## src/sv/pcm_pkg.sv

```systemverilog
`timescale 1ns / 1ps
`default_nettype none
package pcm_pkg;
   localparam int COEF_W = 40;
   localparam int NUM_COEFS = 8;
   localparam int PIX_W = 10;
   localparam int IMAGE_COLS = 640;
   localparam int IMAGE_ROWS = 480;
   localparam int SUM_W = 52;              // 40x11 product plus carries
   localparam int MAG_W = SUM_W - 1;       // magnitude of a sum
   localparam int Q_W = PIX_W;             // quotient bits kept
   localparam int IDX_W = 3;
   localparam logic [SUM_W-1:0] Q_ONE = SUM_W'(64'd16777216);
   localparam logic [COEF_W-1:0] ONE_COEF = COEF_W'(64'd16777216);
   localparam logic [IDX_W-1:0] IDX_M00 = 3'd0;
   localparam logic [IDX_W-1:0] IDX_M01 = 3'd1;
   localparam logic [IDX_W-1:0] IDX_M02 = 3'd2;
   localparam logic [IDX_W-1:0] IDX_M10 = 3'd3;
   localparam logic [IDX_W-1:0] IDX_M11 = 3'd4;
   localparam logic [IDX_W-1:0] IDX_M12 = 3'd5;
   localparam logic [IDX_W-1:0] IDX_M20 = 3'd6;
   localparam logic [IDX_W-1:0] IDX_M21 = 3'd7;

   typedef logic signed [COEF_W-1:0] coef_type;

   typedef struct packed {
      coef_type m00, m01, m02, m10, m11, m12, m20, m21;
   } matrix_type;

   // one quotient lane in flight through the divider
   typedef struct packed {
      logic [MAG_W-1:0]   rem;
      logic [Q_W:0]       quo;   // one extra bit marks overflow past 1023
      logic               neg;
      logic               big;   // quotient surely >= 2^(Q_W+1)
   } lane_type;

   typedef struct packed {
      lane_type          x;
      lane_type          y;
      logic [MAG_W-1:0]  den;
      logic              zero;
   } div_type;
endpackage
`default_nettype wire

```

## src/sv/pcm_div.sv

```systemverilog
`timescale 1ns / 1ps
`default_nettype none
// Restoring divider, one quotient bit per stage, both lanes sharing a divisor.
// Only Q_W+1 quotient bits are developed; anything larger saturates.
module pcm_div (
   input  wire logic                          clock,
   input  wire logic                          reset,
   input  wire logic                          advance,
   input  wire logic                          in_valid,
   input  wire logic signed [pcm_pkg::SUM_W-1:0] in_xn,
   input  wire logic signed [pcm_pkg::SUM_W-1:0] in_yn,
   input  wire logic signed [pcm_pkg::SUM_W-1:0] in_w,
   output logic                               out_valid,
   output logic [pcm_pkg::PIX_W-1:0]          out_col,
   output logic [pcm_pkg::PIX_W-1:0]          out_row,
   output logic                               out_zero
);
   import pcm_pkg::*;
   localparam int NSTG = Q_W + 1;

   div_type st_ff [NSTG+1];
   div_type st_in [NSTG+1];
   logic    v_ff  [NSTG+1];
   logic [PIX_W-1:0] col_ff, row_ff;
   logic zero_ff, vo_ff;

   function automatic lane_type lane_init(input logic signed [SUM_W-1:0] n,
                                          input logic signed [SUM_W-1:0] d,
                                          input logic [MAG_W-1:0] ad);
      lane_type l;
      logic [SUM_W-1:0] an;
      an = n[SUM_W-1] ? SUM_W'(-n) : SUM_W'(n);
      l.rem = an[MAG_W-1:0];
      l.quo = '0;
      l.neg = (n[SUM_W-1] != d[SUM_W-1]) && (n != '0);
      // high part of numerator vs divisor: quotient >= 2^NSTG
      l.big = (an[MAG_W-1:0] >> NSTG) >= ad;
      return l;
   endfunction

   function automatic lane_type lane_step(input lane_type l,
                                          input logic [MAG_W-1:0] ad, input int k);
      lane_type o;
      logic [MAG_W+NSTG-1:0] sh;
      o = l;
      sh = (MAG_W+NSTG)'(ad) << k;
      if ((MAG_W+NSTG)'(l.rem) >= sh) begin
         o.rem = l.rem - MAG_W'(sh);
         o.quo[k] = 1'b1;
      end
      return o;
   endfunction

   function automatic logic [PIX_W-1:0] clampq(input lane_type l, input int lim);
      logic [PIX_W-1:0] r;
      if (l.neg || l.quo == '0) r = '0;
      else if (l.big || 32'(l.quo) > lim - 1) r = PIX_W'(lim - 1);
      else r = PIX_W'(l.quo);
      return r;
   endfunction

   always_comb begin
      logic [SUM_W-1:0] aw;
      aw = in_w[SUM_W-1] ? SUM_W'(-in_w) : SUM_W'(in_w);
      st_in[0].den  = aw[MAG_W-1:0];
      st_in[0].zero = (in_w == '0);
      st_in[0].x = lane_init(in_xn, in_w, aw[MAG_W-1:0]);
      st_in[0].y = lane_init(in_yn, in_w, aw[MAG_W-1:0]);
      for (int s = 1; s <= NSTG; s++) begin
         st_in[s] = st_ff[s-1];
         st_in[s].x = lane_step(st_ff[s-1].x, st_ff[s-1].den, NSTG - s);
         st_in[s].y = lane_step(st_ff[s-1].y, st_ff[s-1].den, NSTG - s);
      end
   end

   always_ff @(posedge clock) begin
      if (reset) begin
         for (int s = 0; s <= NSTG; s++) v_ff[s] <= 1'b0;
         vo_ff <= 1'b0;
      end else if (advance) begin
         v_ff[0] <= in_valid;
         for (int s = 1; s <= NSTG; s++) v_ff[s] <= v_ff[s-1];
         vo_ff <= v_ff[NSTG];
      end
      if (advance) begin
         st_ff <= st_in;
         zero_ff <= st_ff[NSTG].zero;
         col_ff <= st_ff[NSTG].zero ? '0 : clampq(st_ff[NSTG].x, IMAGE_COLS);
         row_ff <= st_ff[NSTG].zero ? '0 : clampq(st_ff[NSTG].y, IMAGE_ROWS);
      end
   end

   assign out_valid = vo_ff;
   assign out_col = col_ff;
   assign out_row = row_ff;
   assign out_zero = zero_ff;

`ifndef NO_ASSERTIONS
   a_zero_clear: assert property (@(posedge clock) disable iff (reset)
      (vo_ff && zero_ff) |-> (col_ff == '0 && row_ff == '0))
      else $error("zero divisor with nonzero coordinate");
   a_col_range: assert property (@(posedge clock) disable iff (reset)
      vo_ff |-> (32'(col_ff) < IMAGE_COLS && 32'(row_ff) < IMAGE_ROWS))
      else $error("coordinate beyond image");
   a_hold: assert property (@(posedge clock) disable iff (reset)
      !advance |=> (vo_ff == $past(vo_ff)))
      else $error("valid moved during stall");
`endif
endmodule
`default_nettype wire
```

## config.mk

```make
export PLATFORM = sky130hd
export DESIGN_NAME = pcm_div
export DESIGN_NICKNAME = d
export VERILOG_FILES = /design/src/sv/pcm_pkg.sv /design/src/sv/pcm_div.sv
export SDC_FILE = /design/constraint.sdc
export NUM_CORES = 2
export LEC_CHECK = 0
export BUFFER_PORTS_ARGS = -buffer_cell sky130_fd_sc_hd__buf_4
export CORE_UTILIZATION = 50
export DETAILED_ROUTE_END_ITERATION = 12
export PLACE_DENSITY = 0.72
export SLEW_MARGIN = 25
export SYNTH_ARGS = -nofsm -noshare
export SYNTH_HDL_FRONTEND = slang
export SYNTH_SLANG_ARGS = --single-unit
```

## constraint.sdc

```tcl
create_clock -name clock -period 7.55 [get_ports clock]
set_clock_uncertainty 0.05 [all_clocks]
set_input_delay 0.755 -clock clock [delete_from_list [all_inputs] [get_ports clock]]
set_output_delay 0.755 -clock clock [all_outputs]
set_load 0.005 [all_outputs]
```

---- Word-level counts from Yosys, hierarchy flattened ----
Memories as Yosys holds them, arrays and structs flattened. A register that Yosys moved wholly into a read port is not among the register bits.
Cells that the tools add are included.
operators by class
  add/subtract/negate cells ............... 23
  order comparisons ....................... 26
  equality and inequality tests ........... 2
  mux-type cells .......................... 42
  bitwise gates (word level) .............. 12
  reductions and logical operators ........ 15
operators by type and width
  kind                                                                     count
  51-bit 2-to-1 mux                                                        21
  51-bit subtractor                                                        20
  51-bit negation                                                          3
  51-bit by 61-bit >= comparator with 1-bit output                         2
  51-bit by 60-bit >= comparator with 1-bit output                         2
  51-bit by 59-bit >= comparator with 1-bit output                         2
  51-bit by 58-bit >= comparator with 1-bit output                         2
  51-bit by 57-bit >= comparator with 1-bit output                         2
  51-bit by 56-bit >= comparator with 1-bit output                         2
  51-bit by 55-bit >= comparator with 1-bit output                         2
  51-bit by 54-bit >= comparator with 1-bit output                         2
  51-bit by 53-bit >= comparator with 1-bit output                         2
  51-bit by 52-bit >= comparator with 1-bit output                         2
  52-bit 2-to-1 mux                                                        2
  52-bit nonzero test                                                      2
  40-bit by 51-bit >= comparator with 1-bit output                         2
  51-bit >= comparator                                                     2
  52-bit logical NOT                                                       1
  11-bit logical NOT                                                       2
  1-bit 2-to-1 mux                                                         17
  1-bit bitwise OR                                                         12
  11-bit by 10-bit > comparator with 1-bit output (second input constant)  1
  11-bit by 9-bit > comparator with 1-bit output (second input constant)   1
  10-bit 2-to-1 mux                                                        1
  6 further kinds                                                          13
storage, ports and cells
  bits in registers ....................... 1,896
  RAM bits ................................ 12
  bits of input ports ..................... 160
  memories kept ........................... 1
memory list
  memory  depth  width  read ports  clocked after memory_dff  write ports  RTL line       text
  v_ff    12     1      12          1                         12           pcm_div.sv:23  logic v_ff [NSTG+1];

---- Longest topological paths before layout ----
  word-level depth ........................ 4
  gate-level depth with buffers ........... 24

---- Worst setup path before layout ----
No wires, ideal clock.
  path type ............................... input to register
  start point ............................. input port in_yn[16] (netlist name)
  end point ............................... register st_ff[2032] (netlist name), data pin
  arrival ................................. 5.229 ns
  data required time ...................... 7.246 ns
  setup slack ............................. 2.017 ns
  stages on the path ...................... 20
  path buffers ............................ 0
  path through ............................ or4_4 -> or4b_4 -> or3_1 -> or2_2 -> or4_1 -> or3_1 -> o21ai_0 -> xnor2_1 -> ha_1 -> a21o_1 -> a21oi_1 -> nor2b_1 -> o21ai_0 -> nand2b_1 -> a21oi_1 -> nor2b_1 -> o41ai_1 -> a21boi_1 -> o21a_1 -> o21a_1
RTL lines
  element                 RTL line       text
  start: declaration      pcm_div.sv:11  input wire logic signed [pcm_pkg::SUM_W-1:0] in_yn,
  end signal: assignment  pcm_div.sv:86  st_ff <= st_in;
  end: declaration        pcm_div.sv:21  div_type st_ff [NSTG+1];

==> results.md <==
* Leak at between 50 and 60 nW
* Critical Path RT at 8140 ps
* Die area at approximately 250,000 um^2
* Area leader, netlist: edfxtp_1
* CTS tree: done
* EDFF count, synth at roughly 1,900
* Worst setup path category: input pin to flip-flop
* Power per standard cell area at approximately 230 nW/um^2
* Port Buf Inserts at approximately 180
* Core area at 247,000 um^2
* Final instance area at 137,000 um^2
* Ports at ~180
* Initial antenna violation count at 8
* CTS clk-pin slew, worst paths at ~60 ps
* Status: finished clean
* Simple-gate share of the synthesized area at 10.9%
* Max Cap Viol at 0
* GR Layer Usage met3 at 2.74%
* Relative max-transition margin at 25.5%
* Placed standard-cell area at between 100,000 and 150,000 um^2
* Met1 GRT Util at between 30% and 40%
* Row count at between 150 and 200
* Number of CTS-inserted buffers at 208
* CTS max path bufs at 3
* Die height at 501 um
* Yosys top cell area share at between 40% and 50%
* Largest net degree at the start of global routing at between 150 and 200
* Starting density of the core at 50.5%
* Xor and xnor area share after synthesis at roughly 6.7%
* Top cells by area, synth: edfxtp_1 46%, ha_1 11%, xnor2_1 4.3%
* Synthesized area at about 120,000 um^2
* Vias per cell at just under 6
* Period utilization at a little over 80%
* Register area share after synthesis at between 40% and 50%
* Final hold violations at 0
* Final setup TNS at 0 ps
* Hold Path Class: input pin to flip-flop
* Layout cells sized above 1 at just over 9%
* CP Launch Type: input pin
* Slew Viols, Final at 0
* Adder-Cell Fraction of Synth Area at 11.3%
* Fmax at roughly 160 MHz
* Synthesized area per cell at ~10 um^2
* Clk_lat worst skew at around 900 ps
* Clock Sinks at around 1,900
* Final setup vio count at 0
* Ys async rst share at 0%
* Critical path endpoint category: flip-flop
* Mux contribution to synthesized area at roughly 3.7%
* Detailed placement HPWL at approximately 300,000 um
* Overall Global Routing Usage at 29.8%
* Synth Flop Type: edfxtp_1
* Post-layout min period at slightly above 6000 ps
* First-pass GRT wire length at between 500,000 and 600,000 um
* CTS root buf: clkbuf_16
* Avg WL per Cell at about 24 um
* Slew @ Worst Pin at about 1100 ps
* Cells after Synth at around 12,000
* Commonest cells after routing, fill and taps aside: 1,908 x edfxtp_1, 1,093 x ha_1, 983 x a21oi_1
* GRT overflow at 0
* Final nets at 13,300
* Arrival time worst endpoint at 6690 ps
* Buffer count from post-CTS setup fixing at 0
* Met2 Track Usage GR at between 50% and 60%
* Crit-path max FO at 6
* Combinational family with the most area after synthesis: compound AO/OA/AOI/OAI gates
* Post-CTS Resized at 0
* GP Congestion at roughly 1.0
* Die X at 501 um
* DRC at 0
* Filler cell count at around 21,000
* RSZ-0062 raised after global routing: no
* Htree depth at 4
* VDD IR max at 0.251 mV
* Syn nets at approximately 13,000
* Vias in the first global route at approximately 94,000
* Power Total at ~31 mW
* YS warnings at 0
* Busiest grt layer: met2
* Compound-Gate Fraction of Synth Area at 17.8%
* Post-Route WL at ~380,000 um
* Yosys reg bits at between 1,500 and 2,000
* Vias after detailed routing at approximately 92,000
* Antenna Nets Post-Route at 0
* Iteration-0 DRC count of the detailed router at roughly 7,000
* Most common cell after layout, fill and taps aside: edfxtp_1
* Area grow syn2layout at 9.89%
* Unique masters post-synth at a little under 90
* TritonRoute pass-1 iters at 7
-- routing by layer --
layer / vias up / wire length (um)
li1: 44500 / -
met1: 43900 / 141000
met2: 2519 / 195000
met3: 831 / 11800
met4: 0 / 31300
met5: - / 0
-- logic make-up after synthesis --
group,Yosys count
flops,1909
simple gates,2780
other cells,1
xor+xnor,952
compound gates,3531
buf+inv,1164
fa+ha+maj,1115
mux,411
-- state kept, by name (all words and copies together), names as in the netlist --
register and count:
st_ff 1875, out_col 10, out_valid 1, out_zero 1, out_row 10, v_ff 12
-- stage by stage --
step | instances | setup WS [ps] | utilization (%) | hold WS [ps]
after global routing | 15500 | 1330 | 55.4 | 82.6
after CTS | 15500 | 1410 | 55.4 | 55.4
after detailed placement | 15100 | 933 | 52.6 | 355
after global placement | 15100 | 877 | 52.6 | 350
final | 15500 | 1450 | 55.4 | 127
after floorplan | 11900 | 2020 | - | 350
-- power by group --
group / total, mW / leakage (nW) / internal (mW) / switching (mW)
clock: 10.1 / 3.27 / 5.77 / 4.36
sequential: 13.2 / 18.7 / 12.6 / 0.537
combinational: 7.57 / 34.9 / 3.01 / 4.56
-- path summary, 6_finish.rpt --
path	startpoint	cells after the start	slack (ps)	to
hold reg to reg	st_ff[960]$_DFFE_PP_	0	360	st_ff[780]$_DFFE_PP_
setup reg to reg	st_ff[1622]$_DFFE_PP_	14	1930	st_ff[1521]$_DFFE_PP_
hold / removal	in_w[50]	2	130	st_ff[1980]$_DFFE_PP_
setup / recovery	in_yn[0]	19	1450	st_ff[2032]$_DFFE_PP_
-- Yosys cell counts (all sizes together), types with 24 or more instances --
library cell and instances:
xnor2 613, o41ai 47, nor2 523, or2 58, and3 100, mux2 378
nand4 208, clkbuf 317, o21bai 147, xor2 339, and4 27, a31oi 112
o211ai 39, a221o 25, a21o 660, a311oi 24, a21oi 987, mux2i 33
edfxtp 1908, a21boi 33, buf 36, ha 1093, a211oi 59, nand3 195
o21ai 926, inv 810, nand2 957, nor4 84, or3 56, nand2b 123
or4 34, o31ai 102, and2 49, a221oi 25, nor2b 157, o21a 125
nor3 135
-- critical path, cell delays in order --
cell and delay [ps]:
dlygate4sd3_1 540, buf_4 150, or3_1 370, or4b_1 690, or4_4 660, or4_4 540, o21ai_0 210, xnor2_1 170
ha_1 280, a21o_1 170, a21o_1 170, a21oi_1 350, o211ai_1 150, a21oi_1 350, a2111oi_0 210, o41ai_1 480
a21boi_1 110, o21a_1 180, o21a_1 150
-- repair_timing --
action                     4_1_cts  5_1_grt
setup endpoints to repair        0        0
hold endpoints to repair         4        0
hold buffers                     4        0
-- final cells by class --
cell class / instances / area (um^2) / share of cell area [%]
antenna: 17 / 42.5 / 0.0311
clock buffer: 245 / 5370 / 3.92
clock inverter: 138 / 1480 / 1.08
inverter: 811 / 3040 / 2.23
multi-input combinational: 8790 / 63000 / 46.1
sequential: 1909 / 57300 / 41.9
tap: 3312 / 4140 / 3.03
timing repair buffer: 279 / 2350 / 1.72
No activity file was read; power rests on OpenSTA's default activity.
